[src/cwr_pkg.sv]
// cwr_pkg: shared types and constants of the chunked write reassembler
// no dependencies; used by cwr_buf, the core and the checker
`timescale 1ns / 1ps

package cwr_pkg;

  localparam int unsigned BEAT_BYTES     = 4;
  localparam int unsigned HELD_W         = 8;
  localparam int unsigned FLAG_START_BIT = 0;
  localparam int unsigned FLAG_END_BIT   = 1;
  localparam logic [15:0] TIMEOUT_RESET  = 16'd1000;
  localparam logic        KIND_REPORT    = 1'b0;
  localparam logic        KIND_BEAT      = 1'b1;

  typedef struct packed {
    logic [7:0]  dev_addr;
    logic [7:0]  chunk_flags;
    logic [7:0]  data_len;
    logic [2:0]  avail_len;
    logic [7:0]  payload_byte0;
    logic [7:0]  payload_byte1;
    logic [7:0]  payload_byte2;
    logic [7:0]  payload_byte3;
    logic [31:0] now_ms;
  } item_t;

  typedef struct packed {
    logic       result_kind;
    logic [7:0] target_addr;
    logic [7:0] echo_flags;
    logic [7:0] byte_count;
    logic       success;
    logic [7:0] data_byte0;
    logic [7:0] data_byte1;
    logic [7:0] data_byte2;
    logic [7:0] data_byte3;
    logic [2:0] beat_bytes;
    logic       last;
  } result_t;

  typedef struct packed {
    logic                                en;
    logic [HELD_W-1:0]                   base;
    logic [2:0]                          len;
    logic [BEAT_BYTES-1:0][7:0]          data;
  } buf_wr_t;

  function automatic result_t make_report(logic [7:0] addr, logic [7:0] flags,
                                          logic [7:0] held, logic ok, logic last_f);
    result_t r;
    r             = '0;
    r.result_kind = KIND_REPORT;
    r.target_addr = addr;
    r.echo_flags  = flags;
    r.byte_count  = held;
    r.success     = ok;
    r.last        = last_f;
    return r;
  endfunction

endpackage

[src/cwr_ram.sv]
// cwr_ram: generic single write port ram with registered read
// no dependencies
`timescale 1ns / 1ps

module cwr_ram #(
  parameter int unsigned WIDTH = 8,
  parameter int unsigned DEPTH = 34
) (
  input  logic                                 clk_i,
  input  logic                                 we_i,
  input  logic [(DEPTH > 1 ? $clog2(DEPTH) : 1)-1:0] waddr_i,
  input  logic [WIDTH-1:0]                     wdata_i,
  input  logic                                 re_i,
  input  logic [(DEPTH > 1 ? $clog2(DEPTH) : 1)-1:0] raddr_i,
  output logic [WIDTH-1:0]                     rdata_o
);

  logic [WIDTH-1:0] mem_q [DEPTH];

  always_ff @(posedge clk_i) begin
    if (we_i) begin
      mem_q[waddr_i] <= wdata_i;
    end
    if (re_i) begin
      rdata_o <= mem_q[raddr_i];
    end
  end

endmodule

[src/cwr_buf.sv]
// cwr_buf: session buffer as four byte lanes, unaligned chunk write, row read
// depends on cwr_pkg and cwr_ram
`timescale 1ns / 1ps

module cwr_buf #(
  parameter int unsigned BUFFER_BYTES = 136
) (
  input  logic                     clk_i,
  input  cwr_pkg::buf_wr_t         wr_i,
  input  logic                     rd_en_i,
  input  logic [(((BUFFER_BYTES + cwr_pkg::BEAT_BYTES - 1) / cwr_pkg::BEAT_BYTES) > 1 ?
                 $clog2((BUFFER_BYTES + cwr_pkg::BEAT_BYTES - 1) / cwr_pkg::BEAT_BYTES) : 1)-1:0]
                                   rd_row_i,
  output logic [cwr_pkg::BEAT_BYTES-1:0][7:0] rd_data_o
);

  localparam int unsigned ROWS  = (BUFFER_BYTES + cwr_pkg::BEAT_BYTES - 1) / cwr_pkg::BEAT_BYTES;
  localparam int unsigned ROW_W = ROWS > 1 ? $clog2(ROWS) : 1;

  for (genvar l = 0; l < cwr_pkg::BEAT_BYTES; l++) begin : g_lane
    logic [1:0] off;
    logic       en;
    logic [5:0] row6;

    assign off  = 2'(l) - wr_i.base[1:0];
    assign en   = wr_i.en && ({1'b0, off} < wr_i.len);
    assign row6 = wr_i.base[7:2] + {5'b0, (2'(l) < wr_i.base[1:0])};

    cwr_ram #(
      .WIDTH(8),
      .DEPTH(ROWS)
    ) u_ram (
      .clk_i  (clk_i),
      .we_i   (en),
      .waddr_i(row6[ROW_W-1:0]),
      .wdata_i(wr_i.data[off]),
      .re_i   (rd_en_i),
      .raddr_i(rd_row_i),
      .rdata_o(rd_data_o[l])
    );
  end

endmodule

[src/chunked_write_reassembler_core.sv]
// chunked_write_reassembler_core: session control and result sequencing
// depends on cwr_pkg and cwr_buf
//
//  channel   | handshake              | word
//  ----------+------------------------+-------------------------------
//  chunk in  | start / busy           | item_i   (cwr_pkg::item_t)
//  result    | result_valid_o strobe  | result_o (cwr_pkg::result_t)
//  config    | cfg_we_i               | cfg_wdata_i (timeout_ms)
//
// a chunk passes S_CHECK and S_EVAL; an end chunk then passes S_RD, S_BEAT and S_DONE,
// with S_BEAT giving one beat per cycle as the lane rams are read row by row
// reset clears the session and loads the timeout with 1000; buffer is not cleared
// results go out one per cycle and cannot be held off by the receiver
`timescale 1ns / 1ps

module chunked_write_reassembler_core #(
  parameter int unsigned BUFFER_BYTES = 136,
  parameter int unsigned CHUNK_MAX    = 4
) (
  input  logic             clk_i,
  input  logic             rst_ni,
  input  logic             start,
  output logic             busy,
  input  cwr_pkg::item_t   item_i,
  output logic             result_valid_o,
  output cwr_pkg::result_t result_o,
  input  logic             cfg_we_i,
  input  logic [15:0]      cfg_wdata_i
);

  localparam int unsigned ROWS  = (BUFFER_BYTES + cwr_pkg::BEAT_BYTES - 1) / cwr_pkg::BEAT_BYTES;
  localparam int unsigned ROW_W = ROWS > 1 ? $clog2(ROWS) : 1;

  typedef enum logic [2:0] {
    S_IDLE,
    S_CHECK,
    S_EVAL,
    S_RD,
    S_BEAT,
    S_DONE
  } state_e;

  state_e           state_q;
  cwr_pkg::item_t   item_q;
  cwr_pkg::result_t result_q;
  logic             valid_q;
  logic [15:0]      timeout_q;
  logic             open_q;
  logic [7:0]       addr_q;
  logic [7:0]       held_q;
  logic [31:0]      last_q;
  logic [ROW_W-1:0] row_q;
  logic [7:0]       rem_q;

  logic [2:0]       avail_c;
  logic             len_bad;
  logic             start_f;
  logic             end_f;
  logic             eff_open;
  logic [7:0]       eff_addr;
  logic [7:0]       eff_held;
  logic             match;
  logic [8:0]       sum9;
  logic             over;
  logic             ok_write;
  logic [31:0]      idle_ms;
  logic             timed_out;
  logic [2:0]       cnt;
  logic             rd_en;
  cwr_pkg::buf_wr_t wr;
  logic [cwr_pkg::BEAT_BYTES-1:0][7:0] rd_data;
  cwr_pkg::result_t beat;

  assign busy           = (state_q != S_IDLE);
  assign result_valid_o = valid_q;
  assign result_o       = result_q;

  always_comb begin
    avail_c   = (item_q.avail_len > 3'(cwr_pkg::BEAT_BYTES)) ? 3'(cwr_pkg::BEAT_BYTES)
                                                             : item_q.avail_len;
    len_bad   = (item_q.data_len == 8'd0) || (item_q.data_len > 8'(CHUNK_MAX)) ||
                ({5'b0, avail_c} < item_q.data_len);
    start_f   = item_q.chunk_flags[cwr_pkg::FLAG_START_BIT];
    end_f     = item_q.chunk_flags[cwr_pkg::FLAG_END_BIT];
    eff_open  = start_f || open_q;
    eff_addr  = start_f ? item_q.dev_addr : addr_q;
    eff_held  = start_f ? 8'd0 : held_q;
    match     = eff_open && (eff_addr == item_q.dev_addr);
    sum9      = {1'b0, eff_held} + {1'b0, item_q.data_len};
    over      = sum9 > 9'(BUFFER_BYTES);
    ok_write  = !len_bad && match && !over;
    idle_ms   = item_q.now_ms - last_q;
    timed_out = open_q && (idle_ms > {16'b0, timeout_q});
    cnt       = (rem_q > 8'(cwr_pkg::BEAT_BYTES)) ? 3'(cwr_pkg::BEAT_BYTES) : rem_q[2:0];
    rd_en     = (state_q == S_RD) ||
                ((state_q == S_BEAT) && (rem_q > 8'(cwr_pkg::BEAT_BYTES)));
  end

  always_comb begin
    wr.en   = (state_q == S_EVAL) && ok_write;
    wr.base = eff_held;
    wr.len  = item_q.data_len[2:0];
    wr.data = {item_q.payload_byte3, item_q.payload_byte2,
               item_q.payload_byte1, item_q.payload_byte0};
  end

  // write beat from the lane read data, bytes past the count read as zero
  always_comb begin
    beat             = '0;
    beat.result_kind = cwr_pkg::KIND_BEAT;
    beat.target_addr = addr_q;
    beat.echo_flags  = item_q.chunk_flags;
    beat.byte_count  = held_q;
    beat.success     = 1'b1;
    beat.data_byte0  = (cnt > 3'd0) ? rd_data[0] : 8'd0;
    beat.data_byte1  = (cnt > 3'd1) ? rd_data[1] : 8'd0;
    beat.data_byte2  = (cnt > 3'd2) ? rd_data[2] : 8'd0;
    beat.data_byte3  = (cnt > 3'd3) ? rd_data[3] : 8'd0;
    beat.beat_bytes  = cnt;
  end

  cwr_buf #(
    .BUFFER_BYTES(BUFFER_BYTES)
  ) u_buf (
    .clk_i    (clk_i),
    .wr_i     (wr),
    .rd_en_i  (rd_en),
    .rd_row_i (row_q),
    .rd_data_o(rd_data)
  );

  always_ff @(posedge clk_i or negedge rst_ni) begin
    if (!rst_ni) begin
      state_q   <= S_IDLE;
      item_q    <= '0;
      result_q  <= '0;
      valid_q   <= 1'b0;
      timeout_q <= cwr_pkg::TIMEOUT_RESET;
      open_q    <= 1'b0;
      addr_q    <= 8'd0;
      held_q    <= 8'd0;
      last_q    <= 32'd0;
      row_q     <= '0;
      rem_q     <= 8'd0;
    end else begin
      if (cfg_we_i) begin
        timeout_q <= cfg_wdata_i;
      end
      unique case (state_q)
        S_IDLE: begin
          valid_q <= 1'b0;
          if (start) begin
            item_q  <= item_i;
            state_q <= S_CHECK;
          end
        end
        S_CHECK: begin
          valid_q <= timed_out;
          if (timed_out) begin
            result_q <= cwr_pkg::make_report(addr_q, 8'd0, held_q, 1'b0, 1'b0);
            open_q   <= 1'b0;
            addr_q   <= 8'd0;
            held_q   <= 8'd0;
            last_q   <= 32'd0;
          end
          state_q <= S_EVAL;
        end
        S_EVAL: begin
          if (len_bad) begin
            result_q <= cwr_pkg::make_report(item_q.dev_addr, item_q.chunk_flags,
                                             held_q, 1'b0, 1'b1);
            valid_q  <= 1'b1;
            state_q  <= S_IDLE;
          end else if (!match) begin
            result_q <= cwr_pkg::make_report(item_q.dev_addr, item_q.chunk_flags,
                                             eff_held, 1'b0, 1'b1);
            valid_q  <= 1'b1;
            state_q  <= S_IDLE;
          end else if (over) begin
            result_q <= cwr_pkg::make_report(item_q.dev_addr, item_q.chunk_flags,
                                             eff_held, 1'b0, 1'b1);
            valid_q  <= 1'b1;
            open_q   <= 1'b0;
            addr_q   <= 8'd0;
            held_q   <= 8'd0;
            last_q   <= 32'd0;
            state_q  <= S_IDLE;
          end else begin
            open_q <= 1'b1;
            addr_q <= eff_addr;
            held_q <= sum9[7:0];
            last_q <= item_q.now_ms;
            if (end_f) begin
              valid_q <= 1'b0;
              row_q   <= '0;
              state_q <= S_RD;
            end else begin
              result_q <= cwr_pkg::make_report(item_q.dev_addr, item_q.chunk_flags,
                                               sum9[7:0], 1'b1, 1'b1);
              valid_q  <= 1'b1;
              state_q  <= S_IDLE;
            end
          end
        end
        S_RD: begin
          valid_q <= 1'b0;
          row_q   <= ROW_W'(row_q + 1'b1);
          rem_q   <= held_q;
          state_q <= S_BEAT;
        end
        S_BEAT: begin
          result_q <= beat;
          valid_q  <= 1'b1;
          rem_q    <= rem_q - {5'b0, cnt};
          if (rem_q > 8'(cwr_pkg::BEAT_BYTES)) begin
            row_q <= ROW_W'(row_q + 1'b1);
          end else begin
            state_q <= S_DONE;
          end
        end
        S_DONE: begin
          result_q <= cwr_pkg::make_report(item_q.dev_addr, item_q.chunk_flags,
                                           held_q, (held_q != 8'd0), 1'b1);
          valid_q  <= 1'b1;
          open_q   <= 1'b0;
          addr_q   <= 8'd0;
          held_q   <= 8'd0;
          last_q   <= 32'd0;
          state_q  <= S_IDLE;
        end
        default: begin
          valid_q <= 1'b0;
          state_q <= S_IDLE;
        end
      endcase
    end
  end

endmodule

[config.mk]
export PLATFORM = sky130hd
export DESIGN_NAME = chunked_write_reassembler_core
export DESIGN_NICKNAME = d
export VERILOG_FILES = /design/src/cwr_pkg.sv /design/src/cwr_ram.sv /design/src/cwr_buf.sv /design/src/chunked_write_reassembler_core.sv
export SDC_FILE = /design/constraint.sdc
export NUM_CORES = 2
export LEC_CHECK = 0
export ABC_CLOCK_PERIOD_IN_PS = 5800
export BUFFER_PORTS_ARGS = -buffer_cell sky130_fd_sc_hd__buf_2
export CAP_MARGIN = 25
export CORE_ASPECT_RATIO = 1.1
export CORE_UTILIZATION = 35
export DETAILED_ROUTE_END_ITERATION = 12
export GPL_TIMING_DRIVEN = 0
export PLACE_DENSITY = 0.49
export SYNTH_ARGS = -nofsm -noshare
export SYNTH_HDL_FRONTEND = slang
export SYNTH_HIERARCHICAL = 1
export SYNTH_SLANG_ARGS = --single-unit
export TNS_END_PERCENT = 20
[constraint.sdc]
create_clock -name clk_i -period 5.8 [get_ports clk_i]
set_input_delay 0.58 -clock clk_i [delete_from_list [all_inputs] [get_ports clk_i]]
set_output_delay 0.58 -clock clk_i [all_outputs]
set_load 0.01 [all_outputs]
# Word level (Yosys, flattened, before mapping)
# Memories as Yosys holds them, arrays and structs flattened. A register that Yosys moved wholly into a read port is not among the register bits.
# Index checks and enable logic that the tools add are counted.
# totals
regBits	236
mem_bits_rw	1088
in_bits	111
out_inout_bits	64
wordCells	180
n_memories	4
# memory_table
name	words	width	rd	rd_ports_with_merged_regs	write_ports	line	rtl
u_buf.g_lane[0].u_ram.mem_q	34	8	1	1	1	cwr_ram.sv:18	logic [WIDTH-1:0] mem_q [DEPTH];
u_buf.g_lane[1].u_ram.mem_q	34	8	1	1	1	cwr_ram.sv:18	
u_buf.g_lane[2].u_ram.mem_q	34	8	1	1	1	cwr_ram.sv:18	
u_buf.g_lane[3].u_ram.mem_q	34	8	1	1	1	cwr_ram.sv:18	
# classes
n_addsub	12
order_cmp	22
eq_ne	15
muxes	68
n_reduce_logical	30
# op_table
operator	n
$mux 62	5
$pmux 62 s4	1
$mux 8	17
$mux 32	4
$pmux 32 s3	1
$bmux 8 s2	4
$pmux 8 s3	2
$gt 32x16->1	1
$sub 32x32->32	1
$mux 6	5
$add 6x1->6	4
$pmux 6 s3	1
$gt 8x3->1 const B	2
$mux 1	16
$ne 2x2->1 const B	8
$pmux 8 s2	1
$pmux 3 s5	1
$lt 2x3->1	4
$lt 2x3->1 const B	4
$mux 3	4
$logic_and 1x1->1	10
$add 8x8->9	1
$gt 9x8->1 const B	1
$reduce_bool 3->1	3
29 further kinds	46

# Logic depth before layout (Yosys ltp)
# depth
ltp_word	11
mapped_depth	23
mapped_depth_nobuf	22

# Hierarchy
# The synthesis kept the hierarchy.
# modules_own_cells
mod	n_inst	cells_each	area_each_um2	seq_area_each_um2
cwr_ram at u_buf.g_lane[1].u_ram ...	3	612	11193.2	8408.1
chunked_write_reassembler_core	1	1175	12445.7	5913.2
cwr_ram at u_buf.g_lane[0].u_ram	1	615	11200.7	8408.1
cwr_buf	1	92	1218.7	0.0

# Worst setup path before layout
# Ideal clock, no wire load.
# synth_path
path_kind	register -> register
startpoint	register item_q (netlist bit beat[45])
endpoint	memory u_buf.g_lane[0].u_ram.mem_q[30][0], enable pin
setup_ps	370
arrival_ps	4505
t_required_ps	5430
path_slack_ps	925
stages_incl_launch_ff	18
n_path_buf	4
period_less_slack_ps	4875
cell_sequence	dfrtp_1 -> clkbuf_1 -> clkbuf_1 -> nor2b_1 -> ha_1 -> o21a_1 -> o31a_1 -> or4_1 -> a31oi_1 -> nand2b_1 -> or2_2 -> clkbuf_1 -> inv_2 -> clkbuf_1 -> o21a_1 -> nor2b_1 -> nand3_1 -> nor2_1
# synth_rtl
element	line	rtl
start, declared	chunked_write_reassembler_core.sv:44	cwr_pkg::item_t item_q;
start signal, assigned	chunked_write_reassembler_core.sv:153	item_q <= item_i;
end, declared	cwr_ram.sv:18	

==> reports/results.txt <==
outcome = complete, no violations
reg-to-reg slack, setup = 0.06 ns
Core Util, Final = 0.419
FF-to-FF path depth = 16
stages on the worst setup path = 16
First-pass DRT Iterations = 6
Static Leakage = 25.0 nW
Req. time, crit path = 6.22 ns
Tot GR Track Use = 0.202
layout cells sized above 1 = 0.228
RD Place Congestion = 0.878
dominant cell type by area after synthesis = edfxtp_1
cell count after synthesis = 3,718
register bit total from synthesis = 1,356
Adder-Cell Fraction of Synth Area = 0.0159
largest net degree at the start of global routing = 91
main combinational cell family by area after synthesis = multiplexers
vias in the first global route = 34,400
I/O pin count = 175
leading register cell type out of synthesis = edfxtp_1
Die X = 392 microns
Core ar. = 165,000 sq um
worst reg2reg endpoint = u_buf/g_lane[2].u_ram/mem_q[16][4]
Worst Setup EP = u_buf/g_lane[2].u_ram/mem_q[16][4]
Synth Area in XOR/XNOR = 0.00674
ANT nets after route = 0
Post-synth EDFFs = 1,120
GR Overflow Total = 0
fin nets = 4,329
global-route wire length before repair = 244 mm
RSZ-0062 raised after global routing = yes
final wirelength = 171 mm
Fin. Hold Viols = 0
Reg2Reg Launch Point = beat[45]
IO Port Bufs = 174
CTS tree = yes
full die area = 169,000 sq um
most frequent CP cell = clkbuf_4
leading post-synthesis cells by cell area = edfxtp_1 (58%), dfrtp_1 (9.8%), mux2i_1 (8.9%), mux2_2 (2.6%), a22o_1 (2.2%)
Vias = 34,400
Setup crit start = beat[45]
die height = 431 microns
Syn-to-layout area delta = 18.3%
row count = 156
post-route insts no fill = 6,482
final worst-path cycle share = 0.990
FMAX = 0.174 GHz
crit path max-delay cell type = nor2b_1
most frequent cell after synthesis = edfxtp_1
max-cap violations = 0
Max-Slew Margin vs Limit = 0.323
hpwl dp = 119 mm
worst-path cell chain = clkbuf_4, nor2b_1, buf_6, ha_1, or3_1, o32a_1, o21ai_1, a31oi_1, nand2b_1, or2_2, clkbuf_1, inv_2, clkbuf_4, o21a_1, nand3_1, nor2_2
max incr delay on CP = 0.60 ns
DRC Markers = 0
clock root cell = clkbuf_16
type of the most critical hold path = input pin to register
CP arrival = 6.16 ns
Power Density = 495 nW/um^2
placed insts = 6,119
Worst Setup Path Type = register to register
CP max FO = 13
DR WL/cell = 26.3 microns
Max Slew Vio Count = 0
CTS sink cnt = 1,356
Final setup viols = 0
Worst path top cell family by delay = simple AND/OR/NAND/NOR gates
initial antenna violation count = 17
VDD IR-drop max = 0.341 mV
mux cell area share after synthesis = 0.129
synth warn = 6
clk_lat worst skew = 0.80 ns
Initial Util = 0.354
Clock Skews = 0.0299 ns
Commonest cells post-synth = edfxtp_1 (1,120), mux2i_1 (520), dfrtp_1 (230)
compound-gate portion of the synthesized area = 0.0991
routed vias/inst = 5.31
H-tree depth = 4
slew at the pin with the worst max-slew slack = 1.02 ns
min Tclk post-route = 5.74 ns
startpoint types = register
Seq/Total Area, Yosys = 0.677
worst path buffer plus inverter count = 5
Post-Synth Simple-Gate Area = 0.0441
Synth Area per Inst = 15.7 sq um
Post-Syn Area = 58,400 sq um
syn_nets = 3,902
CTS Buf Count = 148
ys async rst share = 0.174
top cell type's share of synthesized area = 0.575
Critical Path End Type = register
initial DRC count = 2,631
Max clock buf depth = 3
Synth cell types = 85
Clock transition at path regs = 0.05 ns
sequential cells by signal, summed over array words and instances (netlist names), 6 cells and up:
register                    flops
addr_q                          8
beat                            8
held_q                          8
item_q                         83
last_q                         32
rem_q                           8
result_o                       62
row_q                           6
timeout_q                      16
u_buf/g_lane.u_ram/mem_q     1088
u_buf/g_lane.u_ram/rdata_o     32
through the flow:
stage / setup slack (ns) / hold WS (ns) / power, mW / cell area [sq um] / TNS (ns)
after global routing: -0.138 / 0.0273 / 35.8 / 69100 / -7.90
after detailed placement: -1.22 / 0.450 / 25.3 / 62400 / -1122.91
after floorplan: 0.925 / 0.284 / 20.7 / 58400 / 0
after CTS: -0.147 / 0.000775 / 34.6 / 68700 / -27.16
after global placement: -1.63 / 0.446 / 25.1 / 62100 / -1770.75
final: 0.0578 / 0.0786 / 34.3 / 69100 / 0
metal layers:
layer / share of wire / global-route usage / vias up
met1: 0.45 / 0.279 / 17800
met4: 0.024 / 0.0565 / 14
met5: 0.00053 / 0 / -
met2: 0.47 / 0.323 / 910
met3: 0.056 / 0.0407 / 224
li1: - / - / 15500
report_power, final:
part,internal (mW),switching [mW]
Sequential,12.5,0.646
Clock,5.25,3.86
Combinational,4.43,7.53
Total,22.2,12.0
worst min-delay path by stage:
| stage | from | to | cells after the start |
|---|---|---|---|
| 2_1_floorplan | rst_ni | addr_q[0] | 0 |
| 3_3_place_gp | u_buf/g_lane[0].u_ram/rdata_o[1] | result_o[29] | 1 |
| 3_5_place_dp | u_buf/g_lane[2].u_ram/rdata_o[2] | result_o[14] | 1 |
| 4_1_cts | item_i[28] | item_q[28] | 2 |
| 5_1_grt | item_i[30] | item_q[30] | 2 |
| 6_report | item_i[31] | item_q[31] | 2 |
cells by family after synthesis:
group	count (synthesis)
xor gates and xnor gates	45
buffers and inverters	276
AOI/OAI and AO/OA	729
and+or+nand+nor	546
DFF	1356
adders and majority gates	73
other	1
muxes	692
what timing repair did:
item,in CTS,in global routing
setup buffers,13,8
hold buffers,68,0
setup endpoints to repair,1198,1140
pin swaps,15,20
hold endpoints to repair,123,0
resized for setup,214,72
layout by cell type, fill, tap and decap left out, drive strengths merged, types with 67 or more instances in the layout:
cell type       n
nand2         148
clkbuf        274
a221oi         67
dfrtp         230
nor2          197
edfxtp       1120
a22oi         134
a22o          144
mux2i         520
buf           338
dlygate4sd3    68
a21oi         152
mux2          140
ha             71
inv            85
area by class of cell:
| cell class | count | area, sq um |
|---|---|---|
| fill | 15200 | 96000 |
| sequential | 1356 | 39500 |
| multi-input combinational | 2086 | 18200 |
| clock buffer | 203 | 4090 |
| tap | 2212 | 2770 |
| timing repair buffer | 278 | 2250 |
| buffer | 199 | 1400 |
| clock inverter | 69 | 579 |
| inverter | 76 | 285 |
| antenna | 3 | 7.51 |
Power figures use the tool's default switching activity.
